## config.mk

```make
export PLATFORM = sky130hd
export DESIGN_NAME = tree_route_length_calculator
export DESIGN_NICKNAME = d
export VERILOG_FILES = /design/src/hw/rtl/trlc_pkg.sv /design/src/hw/rtl/trlc_div.sv /design/src/hw/rtl/tree_route_length_calculator.sv
export SDC_FILE = /design/constraint.sdc
export NUM_CORES = 2
export LEC_CHECK = 0
export ABC_AREA = 1
export BUFFER_PORTS_ARGS = -buffer_cell sky130_fd_sc_hd__buf_2
export CAP_MARGIN = 15
export CORE_UTILIZATION = 28
export CTS_BUF_LIST = sky130_fd_sc_hd__clkbuf_8
export DETAILED_ROUTE_END_ITERATION = 10
export GPL_TIMING_DRIVEN = 0
export PLACE_DENSITY_LB_ADDON = 0.08
export RECOVER_POWER = 100
export SLEW_MARGIN = 5
export SYNTH_ARGS = -nofsm -noshare
export SYNTH_HDL_FRONTEND = slang
export SYNTH_HIERARCHICAL = 1
export SYNTH_SLANG_ARGS = --single-unit
```

## constraint.sdc

```tcl
create_clock -name clk -period 22.1 [get_ports clk]
set_clock_uncertainty 0.15 [all_clocks]
set_input_delay 1.105 -clock clk [delete_from_list [all_inputs] [get_ports clk]]
set_output_delay 1.105 -clock clk [all_outputs]
set_load 0.02 [all_outputs]
```

## src/hw/rtl/trlc_pkg.sv

```systemverilog
// Shared types, codes and defaults for the tree route length calculator.
package trlc_pkg;

	// Default parameter values
	localparam int NODE_BITS_DEF  = 16;
	localparam int MAX_LEVELS_DEF = 16;

	// Field and register widths
	localparam int NODE_FIELD_W = 16;
	localparam int ROUTE_W      = 6;
	localparam int STATUS_W     = 2;
	localparam int TOPO_W       = 2;
	localparam int ARITY_W      = 8;
	localparam int UP_W         = 32;   // up-arity power saturates at 2^32-1
	localparam int CFG_IDX_W    = 2;
	localparam int CFG_DATA_W   = 8;

	// Configuration register indexes
	localparam logic [CFG_IDX_W-1:0] CFG_TOPOLOGY   = 2'd0;
	localparam logic [CFG_IDX_W-1:0] CFG_DOWN_ARITY = 2'd1;
	localparam logic [CFG_IDX_W-1:0] CFG_UP_ARITY   = 2'd2;

	// Topology codes (code three behaves as k-ary n-tree)
	localparam logic [TOPO_W-1:0] TOPO_KARY = 2'd0;
	localparam logic [TOPO_W-1:0] TOPO_THIN = 2'd1;
	localparam logic [TOPO_W-1:0] TOPO_SLIM = 2'd2;

	// Register reset values
	localparam logic [TOPO_W-1:0]  TOPO_RST       = TOPO_KARY;
	localparam logic [ARITY_W-1:0] DOWN_ARITY_RST = 8'd2;
	localparam logic [ARITY_W-1:0] UP_ARITY_RST   = 8'd1;

	// Result status codes
	typedef enum logic [STATUS_W-1:0] {
		STATUS_OK    = 2'd0,
		STATUS_SELF  = 2'd1,
		STATUS_LIMIT = 2'd2
	} status_t;

	// Request word
	typedef struct packed {
		logic [NODE_FIELD_W-1:0] source_node;
		logic [NODE_FIELD_W-1:0] dest_node;
	} req_t;

	// Response word
	typedef struct packed {
		logic [ROUTE_W-1:0]  route_length;
		logic [STATUS_W-1:0] status;
	} rsp_t;

endpackage

```

## src/hw/rtl/trlc_div.sv

```systemverilog
// Two-lane restoring divider, one quotient bit per lane per cycle, shared divisor.
module trlc_div #(
	parameter int NUM_W = trlc_pkg::UP_W + trlc_pkg::NODE_BITS_DEF
) (
	input  logic             clk,
	input  logic             arst_n,
	input  logic             start,
	input  logic [NUM_W-1:0] num_a,
	input  logic [NUM_W-1:0] num_b,
	input  logic [NUM_W:0]   divisor,
	output logic             done,
	output logic [NUM_W-1:0] quo_a,
	output logic [NUM_W-1:0] quo_b
);
	import trlc_pkg::*;

	localparam int CNT_W = $clog2(NUM_W + 1);

	logic [CNT_W-1:0] cnt_q;
	logic             done_q;
	logic [NUM_W:0]   d_q;
	logic [NUM_W-1:0] n_q   [2];
	logic [NUM_W:0]   r_q   [2];
	logic [NUM_W-1:0] n_nxt [2];
	logic [NUM_W:0]   r_nxt [2];

	// One restoring step per lane: shift in next numerator bit, try subtract
	always_comb begin
		logic [NUM_W+1:0] trial;
		logic [NUM_W+1:0] diff;
		logic             ge;
		for (int i = 0; i < 2; i++) begin
			trial    = {r_q[i], n_q[i][NUM_W-1]};
			diff     = trial - {1'b0, d_q};
			ge       = (trial >= {1'b0, d_q});
			r_nxt[i] = ge ? diff[NUM_W:0] : trial[NUM_W:0];
			n_nxt[i] = {n_q[i][NUM_W-2:0], ge};
		end
	end

	// Step counter and completion pulse
	always_ff @(posedge clk or negedge arst_n) begin
		if (!arst_n) begin
			cnt_q  <= '0;
			done_q <= 1'b0;
		end else begin
			done_q <= (cnt_q == CNT_W'(1));
			if (start) begin
				cnt_q <= CNT_W'(NUM_W);
			end else if (cnt_q != '0) begin
				cnt_q <= cnt_q - CNT_W'(1);
			end
		end
	end

	// Datapath: numerator shifts out, quotient shifts in behind it
	always_ff @(posedge clk) begin
		if (start) begin
			n_q[0] <= num_a;
			n_q[1] <= num_b;
			r_q[0] <= '0;
			r_q[1] <= '0;
			d_q    <= divisor;
		end else if (cnt_q != '0) begin
			n_q[0] <= n_nxt[0];
			n_q[1] <= n_nxt[1];
			r_q[0] <= r_nxt[0];
			r_q[1] <= r_nxt[1];
		end
	end

	assign done  = done_q;
	assign quo_a = n_q[0];
	assign quo_b = n_q[1];

endmodule

```

## src/hw/rtl/tree_route_length_calculator.sv

```systemverilog
// Top level: nearest common ancestor level search over a multistage tree.
//
//   channel   signals                       direction  transfer
//   --------  ----------------------------  ---------  -----------------------------
//   request   start, busy, req              in         start & !busy at clock edge
//   response  rsp_valid, rsp                out        one-cycle strobe, no backpressure
//   config    cfg_we, cfg_index, cfg_data   in         cfg_we at clock edge
//
// A self-sent word answers in the next cycle. Otherwise each level tried costs
// one pass of the bit-serial divider over NUM_W = 32 + id bits (48 at defaults);
// a word runs one pass per level up to its ancestor level L, up to MAX_LEVELS
// levels. busy is high for the whole search.
// Reset clears control and configuration; no clearing pass is needed.
// The receiver cannot stall: each result shows for exactly one cycle.
module tree_route_length_calculator #(
	parameter int NODE_BITS  = trlc_pkg::NODE_BITS_DEF,
	parameter int MAX_LEVELS = trlc_pkg::MAX_LEVELS_DEF
) (
	input  logic                            clk,
	input  logic                            arst_n,
	input  logic                            start,
	output logic                            busy,
	input  trlc_pkg::req_t                  req,
	output logic                            rsp_valid,
	output trlc_pkg::rsp_t                  rsp,
	input  logic                            cfg_we,
	input  logic [trlc_pkg::CFG_IDX_W-1:0]  cfg_index,
	input  logic [trlc_pkg::CFG_DATA_W-1:0] cfg_data
);
	import trlc_pkg::*;

	localparam int ID_W  = (NODE_BITS < NODE_FIELD_W) ? NODE_BITS : NODE_FIELD_W;
	localparam int NUM_W = UP_W + ID_W;
	localparam int LVL_W = $clog2(MAX_LEVELS + 1);
	localparam int DP_W  = NUM_W + 1 + ARITY_W;
	localparam int UPP_W = UP_W + ARITY_W;
	// Any divisor at or above 2^NUM_W gives a zero quotient
	localparam logic [NUM_W:0] DPOW_CAP = {1'b1, {NUM_W{1'b0}}};

	typedef enum logic [3:0] {
		S_IDLE  = 4'b0001,
		S_LOAD  = 4'b0010,
		S_DIV   = 4'b0100,
		S_CHECK = 4'b1000
	} state_t;

	state_t              state_q;
	logic [TOPO_W-1:0]   topo_q;
	logic [ARITY_W-1:0]  down_q;
	logic [ARITY_W-1:0]  up_q;
	logic [ID_W-1:0]     src_q;
	logic [ID_W-1:0]     dst_q;
	logic [UP_W-1:0]     upow_q;
	logic [NUM_W:0]      dpow_q;
	logic [LVL_W-1:0]    level_q;
	logic                rsp_valid_q;
	rsp_t                rsp_q;

	logic [ARITY_W-1:0]  k;
	logic [ID_W-1:0]     src_in;
	logic [ID_W-1:0]     dst_in;
	logic [DP_W-1:0]     dpow_prod;
	logic [NUM_W:0]      dpow_nxt;
	logic [UPP_W-1:0]    upow_prod;
	logic [UP_W-1:0]     upow_nxt;
	logic [NUM_W-1:0]    num_a;
	logic [NUM_W-1:0]    num_b;
	logic                div_start;
	logic                div_done;
	logic [NUM_W-1:0]    quo_a;
	logic [NUM_W-1:0]    quo_b;
	logic [LVL_W:0]      level_dbl;
	logic                at_limit;

	// Configuration registers
	always_ff @(posedge clk or negedge arst_n) begin
		if (!arst_n) begin
			topo_q <= TOPO_RST;
			down_q <= DOWN_ARITY_RST;
			up_q   <= UP_ARITY_RST;
		end else if (cfg_we) begin
			unique case (cfg_index)
				CFG_TOPOLOGY:   topo_q <= cfg_data[TOPO_W-1:0];
				CFG_DOWN_ARITY: down_q <= cfg_data;
				CFG_UP_ARITY:   up_q   <= cfg_data;
				default: ;
			endcase
		end
	end

	// Operands and saturating power updates
	assign k      = (down_q == '0) ? ARITY_W'(1) : down_q;
	assign src_in = req.source_node[ID_W-1:0];
	assign dst_in = req.dest_node[ID_W-1:0];

	assign dpow_prod = DP_W'(dpow_q) * DP_W'(k);
	assign dpow_nxt  = (dpow_prod > DP_W'(DPOW_CAP)) ? DPOW_CAP : dpow_prod[NUM_W:0];
	assign upow_prod = UPP_W'(upow_q) * UPP_W'(up_q);
	assign upow_nxt  = (|upow_prod[UPP_W-1:UP_W]) ? '1 : upow_prod[UP_W-1:0];

	// Scaled ids feed the divider straight into its load registers
	assign num_a     = NUM_W'(upow_q) * NUM_W'(src_q);
	assign num_b     = NUM_W'(upow_q) * NUM_W'(dst_q);
	assign div_start = (state_q == S_LOAD);

	trlc_div #(
		.NUM_W(NUM_W)
	) u_div (
		.clk    (clk),
		.arst_n (arst_n),
		.start  (div_start),
		.num_a  (num_a),
		.num_b  (num_b),
		.divisor(dpow_q),
		.done   (div_done),
		.quo_a  (quo_a),
		.quo_b  (quo_b)
	);

	assign level_dbl = {level_q, 1'b0};
	assign at_limit  = (level_q >= LVL_W'(MAX_LEVELS));

	// Sequencer: one level per divider pass
	always_ff @(posedge clk or negedge arst_n) begin
		if (!arst_n) begin
			state_q     <= S_IDLE;
			rsp_valid_q <= 1'b0;
			level_q     <= '0;
		end else begin
			rsp_valid_q <= 1'b0;
			unique case (state_q)
				S_IDLE: begin
					if (start) begin
						level_q <= LVL_W'(1);
						if (src_in == dst_in) begin
							rsp_valid_q <= 1'b1;
						end else begin
							state_q <= S_LOAD;
						end
					end
				end
				S_LOAD: begin
					state_q <= S_DIV;
				end
				S_DIV: begin
					if (div_done) begin
						state_q <= S_CHECK;
					end
				end
				S_CHECK: begin
					if (quo_a == quo_b || at_limit) begin
						rsp_valid_q <= 1'b1;
						state_q     <= S_IDLE;
					end else begin
						level_q <= level_q + LVL_W'(1);
						state_q <= S_LOAD;
					end
				end
				default: begin
					state_q <= S_IDLE;
				end
			endcase
		end
	end

	// Search datapath and response word
	always_ff @(posedge clk) begin
		priority if (state_q == S_IDLE && start) begin
			src_q  <= src_in;
			dst_q  <= dst_in;
			upow_q <= UP_W'(1);
			dpow_q <= (NUM_W + 1)'(k);
			rsp_q.route_length <= '0;
			rsp_q.status       <= STATUS_SELF;
		end else if (state_q == S_CHECK) begin
			rsp_q.route_length <= ROUTE_W'(level_dbl);
			rsp_q.status       <= (quo_a == quo_b) ? STATUS_OK : STATUS_LIMIT;
			dpow_q <= dpow_nxt;
			// slim tree scales the ids from level three on
			if (topo_q == TOPO_SLIM && level_q != LVL_W'(1)) begin
				upow_q <= upow_nxt;
			end
		end else begin
		end
	end

	assign busy      = (state_q != S_IDLE);
	assign rsp_valid = rsp_valid_q;
	assign rsp       = rsp_q;

endmodule

```

== Yosys cells after proc, flatten, opt, wreduce, memory -nomap -nowiden ==
Memory sizes are Yosys's and may differ from the RTL's.
Cells that the tools add are included.

* Register bits: 204
* Bits in writable memories: 194
* Input port bits: 46
* Output and inout port bits: 10
* Word-level logic and storage cells: 97
* Memories: 2

* Add/subtract/negate cells: 4
* Multipliers: 4
* $lt $le $gt $ge: 4
* Equality and inequality tests: 16
* Mux-type cells: 31
* Bitwise logic cells: 4
* Reductions and logical operators: 16

{| class="wikitable"
|+ Memories
! memory !! words !! width !! read ports !! clocked after Yosys merged registers in !! write ports !! RTL line !! text
|-
| u_div.r_q || 2 || 49 || 2 || 0 || 2 || trlc_div.sv:23 || <nowiki>logic [NUM_W:0] r_q [2];</nowiki>
|-
| u_div.n_q || 2 || 48 || 2 || 0 || 2 || trlc_div.sv:22 || <nowiki>logic [NUM_W-1:0] n_q [2];</nowiki>
|}

{| class="wikitable"
|+ Operators with widths
! kind !! number
|-
| 49-bit 2-to-1 mux || 5
|-
| 50-bit by 49-bit greater-or-equal comparator with 1-bit output || 2
|-
| 49-bit subtractor || 2
|-
| 32-bit by 16-bit multiplier with 48-bit output || 2
|-
| 48-bit 2-to-1 mux || 2
|-
| 57-bit by 49-bit > comparator with 1-bit output (second input constant) || 1
|-
| 49-bit by 8-bit multiplier with 57-bit output || 1
|-
| 48-bit equality test || 1
|-
| 32-bit by 8-bit multiplier with 40-bit output || 1
|-
| 32-bit 2-to-1 mux || 1
|-
| 8-bit 2-to-1 mux || 3
|-
| 16-bit equality test || 1
|-
| 4-bit one-hot mux with 4 select lines || 1
|-
| 4-bit 2-to-1 mux || 3
|-
| 6-bit 2-to-1 mux || 2
|-
| 5-bit 2-to-1 mux || 2
|-
| 5-bit one-hot mux with 2 select lines || 1
|-
| 8-bit zero test || 1
|-
| 1-bit 2-to-1 mux || 8
|-
| 2-bit AND reduction || 4
|-
| 8-bit OR reduction || 1
|-
| 6-bit by 1-bit equality test with 1-bit output (second input constant) || 1
|-
| 2-bit != test (second input constant) || 3
|-
| 3-bit AND reduction || 2
|-
| 20 further kinds || 28
|}

== Depth between registers and ports, before layout ==
* Depth in word-level cells: 7
* Mapped depth: 37
* Gate-level depth less buffers: 32

== Modules after synthesis ==
The synthesis kept the hierarchy.

{| class="wikitable"
|+ Modules (own cells, without submodules)
! module !! instances !! cells each !! area an instance (um^2) !! sequential area each (um^2)
|-
| tree_route_length_calculator || 1 || 8,494 || 61,659.1 || 3,507.1
|-
| trlc_div || 1 || 2,778 || 19,129.6 || 7,472.2
|}

== Least setup slack after synthesis ==
Ideal clock, no wire load.

* Path type: flip-flop to flip-flop
* From: register state_q[3]
* To: register u_div.cnt_q[5]
* Library setup time: 0.084 ns
* Arrival: 9.110 ns
* Data required time: 21.866 ns
* Setup slack: 12.757 ns
* Cell stages (with the launch flop): 8
* Path buffers: 0
* Period minus slack after synthesis: 9.343 ns
* Cells stage by stage: dfrtp_1 nor2_1 inv_1 nor3_1 nor2_1 inv_1 o21ai_0 inv_1

* Word-level cells in the longest chain between the ends: 2
* Elaborated cells on any way between the ends: 3
* Classes of those cells: 1 x eq/ne; 1 x mux; 1 x reduce/logical

{| class="wikitable"
|+ Ends and longest elaborated chain
! what !! RTL line !! text
|-
| start, declared || tree_route_length_calculator.sv:47 || <nowiki>state_t state_q;</nowiki>
|-
| start signal, assigned || tree_route_length_calculator.sv:126 || <nowiki>state_q <= S_IDLE;</nowiki>
|-
| start signal, assigned || tree_route_length_calculator.sv:138 || <nowiki>state_q <= S_LOAD;</nowiki>
|-
| start signal, assigned || tree_route_length_calculator.sv:143 || <nowiki>state_q <= S_DIV;</nowiki>
|-
| 4-bit by 2-bit equality test with 1-bit output (*) || tree_route_length_calculator.sv:104 || <nowiki>assign div_start = (state_q == S_LOAD);</nowiki>
|-
| named net div_start || tree_route_length_calculator.sv:68 || <nowiki>logic div_start;</nowiki>
|-
| 6-bit 2-to-1 mux or 2-bit nonzero test (tied branches) || -- ||
|-
| end signal, assigned || trlc_div.sv:49 || <nowiki>cnt_q <= CNT_W'(NUM_W);</nowiki>
|-
| end signal, assigned || trlc_div.sv:51 || <nowiki>cnt_q <= cnt_q - CNT_W'(1);</nowiki>
|-
| end, declared || trlc_div.sv:19 || <nowiki>logic [CNT_W-1:0] cnt_q;</nowiki>
|}

The timed path passes the listed nets; every way through them passes the cells marked *.
A chain may end at the register's enable or synchronous reset.

==> flow_summary.toml <==
[critical_path]
cpMostUsedCell = "clkbuf_1"
required_ns = 22.28
reg2reg_to = "u_div/n_q[0][82]$_DFFE_PP_"
reg2reg_from = "state_q[3]$_DFFE_PN0P_"
endpoint_kind = "flip-flop"
max_stage_delay_ns = 4.06
r2r_slack_ns = 10.69
critical_path_class = "reg2reg"
critical_path_arrival_ns = 11.59
crit_start = "state_q[3]$_DFFE_PN0P_"
reg2reg_depth = 9
slowest_stage = "clkbuf_1"
start_kind = "flip-flop"
path_max_fanout = 95
crit_chain = "nor2_1 > inv_1 > nor3_1 > clkbuf_1 > clkbuf_1 > nor2_1 > clkinvlp_2 > clkbuf_1 > clkbuf_1"

[floorplanning]
start_util_pct = 28.3
rows = 196
core_area_um2 = 286000
die_area_um2 = 291000
io_pins = 56
die_x_um = 539
dieHeight_um = 539

[clocking]
numCtsBuffers = 86
cts.clk_slew.worst_paths_ns = 0.07
cts_resized = 0
cts.sinks = 398
cts_tree = "yes"
cts_setup_buffers = 0
cts_buffer_depth = 3
cts_root_buf = "clkbuf_8"
clock_latency_ns = 0.86
hold_buffers = 0
htree_num_levels = 3

[placed_design]
port_buffers = 54
place_area_um2 = 86000
gp_congestion = 0.933
dp_hpwl_um = 286000

[grt]
gr-usage-all-layers_pct = 23.0
grt_pass1_vias = 73112
grt_max_degree = 96
grt_first_pass_wirelength_um = 492000
grt_overflow = 0
grt_antenna_before_repair = 15

[power_and_ir_drop]
peakVddDrop_mv = 0.0720
p_leak_nw = 47.2
p_switching_w = 0.00377
cellPowerDensity_nw_per_um2 = 77.8
seq_power_share_pct = 21.6
p_sw_share_pct = 55.2
power.share.clock_pct = 13.9
combPwrFrac_pct = 64.6
intPower_w = 0.00306

[sta]
worstMarginPinSlew_ns = 5.77
hold_violations = 0
rsz0062_at_grt = "false"
maxSlewHeadroom_pct = -285
slew_viol_final = 279
fmax_mhz = 87.7
fin_tns_setup_ns = 0
min_period_ns = 11.41
fin_crit_sh_pct = 51.6
setup_viol = 0

[hold_path]
whs_endpoint = "u_div/d_q[22]$_DFFE_PP_"
worstHoldStart = "dpow_q[22]$_SDFFE_PP0P_"
whs_path_depth = 0
hold_path.class = "reg2reg"

[job]
drv_cap = 5

[yosys]
synth_area_leaders = "fa_1 (32%), nand2_1 (17%), inv_1 (13%), edfxtp_1 (11%), ha_1 (7.4%)"
ys_seq_area_share_pct = 13.6
synth_nets = 13098
ys_seq_elements = 398
syn_area_per_cell_um2 = 7.17
synthFlopType = "edfxtp_1"
synth_async_sr_flop_share_pct = 8.79
netlist_area_um2 = 80800
yosys.area.top_type_share_pct = 32.2
syn_inst = 11272
synth-edff-count = 283
yosysWarningCount = 6
ys_types = 59
yosysTopAreaCell = "fa_1"

[route]
drtIter0Drc = 5133
first_pass_iters = 5
via_per_inst = 4.60
drc_errors = 0
wl_um = 333000
wl_per_cell_um = 21.8
postRouteAntennaNets = 0
num_vias = 70299

[final_layout]
layout_commonest_cell = "nand2_1"
drive_gt1_share_pct = 2.76
layout_common_cells = "nand2_1 (3695), inv_1 (2821), fa_1 (1300), nor2_1 (753), ha_1 (480)"
syn_to_final_growth_pct = 8.63
layout.nets = 13262
stdcell_area_um2 = 87800

[run_status]
violations = "max-capacitance violations, max-slew violations"
status = "complete, but fails checks"
-- registers in the layout, indices dropped and copies added (netlist names), 8 cells and up --
register / count
u_div/d_q: 49
dpow_q: 49
src_q: 16
dst_q: 16
up_q: 8
down_q: 8
u_div/n_q: 96
upow_q: 32
u_div/r_q: 98
-- cell usage after synthesis (78+ instances only) --
cell and number:
clkbuf_1 395, fa_1 1300, nor2_1 752, edfxtp_1 283, o21ai_0 194, xnor2_1 112
nand2_1 3693, dfxtp_1 80, nand4_1 78, nand3_1 218, xor2_1 131, ha_1 480
a21oi_1 289, inv_1 2800
-- stage by stage --
step / setup WS (ns) / total power (W) / std cells / hold slack, ns / utilization [%]
final: 10.69 / 0.00683 / 15273 / 0.253 / 30.7
after global routing: 9.62 / 0.00748 / 15271 / 0.237 / 30.7
after CTS: 13.48 / 0.00690 / 15263 / 0.216 / 30.7
after detailed placement: 13.47 / 0.00589 / 15105 / 0.271 / 30.1
after global placement: 7.26 / 0.00591 / 15088 / 0.266 / 30.0
after floorplan: 12.76 / 0.00431 / 11272 / 0.256 / -
-- cell families (layout without fill, tap and decap cells) --
group	after synthesis	count (layout)	synth area share [%]
other	1	6	0.00464
xor gates and xnor gates	243	243	2.63
DFF	398	398	13.6
adders and majority gates	1780	1780	39.6
buffers and inverters	3273	3507	15.4
AOI/OAI and AO/OA	632	632	4.34
and+or+nand+nor	4943	4943	24.4
muxes	2	2	0.0248
-- metal layers --
| metal | global-route usage (%) | wire length (um) | up-vias |
|---|---|---|---|
| li1 | - | - | 33094 |
| met1 | 34.4 | 166000 | 35132 |
| met2 | 34.8 | 141000 | 1759 |
| met3 | 2.94 | 18200 | 312 |
| met4 | 5.34 | 8250 | 2 |
| met5 | 0 | 13 | - |
-- worst max-delay path by stage --
| stage | endpoint | slack [ns] | depth (start not counted) |
|---|---|---|---|
| final | u_div/n_q[0][82]$_DFFE_PP_ | 10.69 | 9 |
| after global routing | u_div/n_q[0][84]$_DFFE_PP_ | 9.62 | 9 |
| after CTS | u_div/n_q[0][95]$_DFFE_PP_ | 13.48 | 27 |
| after detailed placement | u_div/n_q[0][95]$_DFFE_PP_ | 13.47 | 27 |
| after global placement | u_div/cnt_q[5]$_DFFE_PN0P_ | 7.26 | 7 |
| after floorplan | u_div/cnt_q[5]$_DFFE_PN0P_ | 12.76 | 7 |
-- worst max-delay path: cells and delay by family (launching register included) --
family	cells	cell delay [ns]
buf+inv	6	9.47
flops	1	0.40
simple gates	3	0.63
-- power by group through the flow --
| stage | sequential (W) | combinational [W] | clock (W) |
|---|---|---|---|
| global route | 0.00150 | 0.00497 | 0.00101 |
| floorplan | 0.00132 | 0.00299 | 0 |
| global placement | 0.00149 | 0.00442 | 0 |
| finish | 0.00147 | 0.00441 | 0.000947 |
| CTS | 0.00147 | 0.00444 | 0.000991 |
| detailed placement | 0.00147 | 0.00441 | 0 |
-- cell type report --
cell class,count,area (um2)
diodes,5,12.5
plain buffers,444,1790
clock buffers,91,1250
clock inverters,67,611
fillers,31823,198000
inverters,2829,10600
multi-input cells,7601,57400
flip-flops and latches,398,11000
well taps,3762,4710
repair buffers,76,440
No activity file was read; power rests on OpenSTA's default activity.
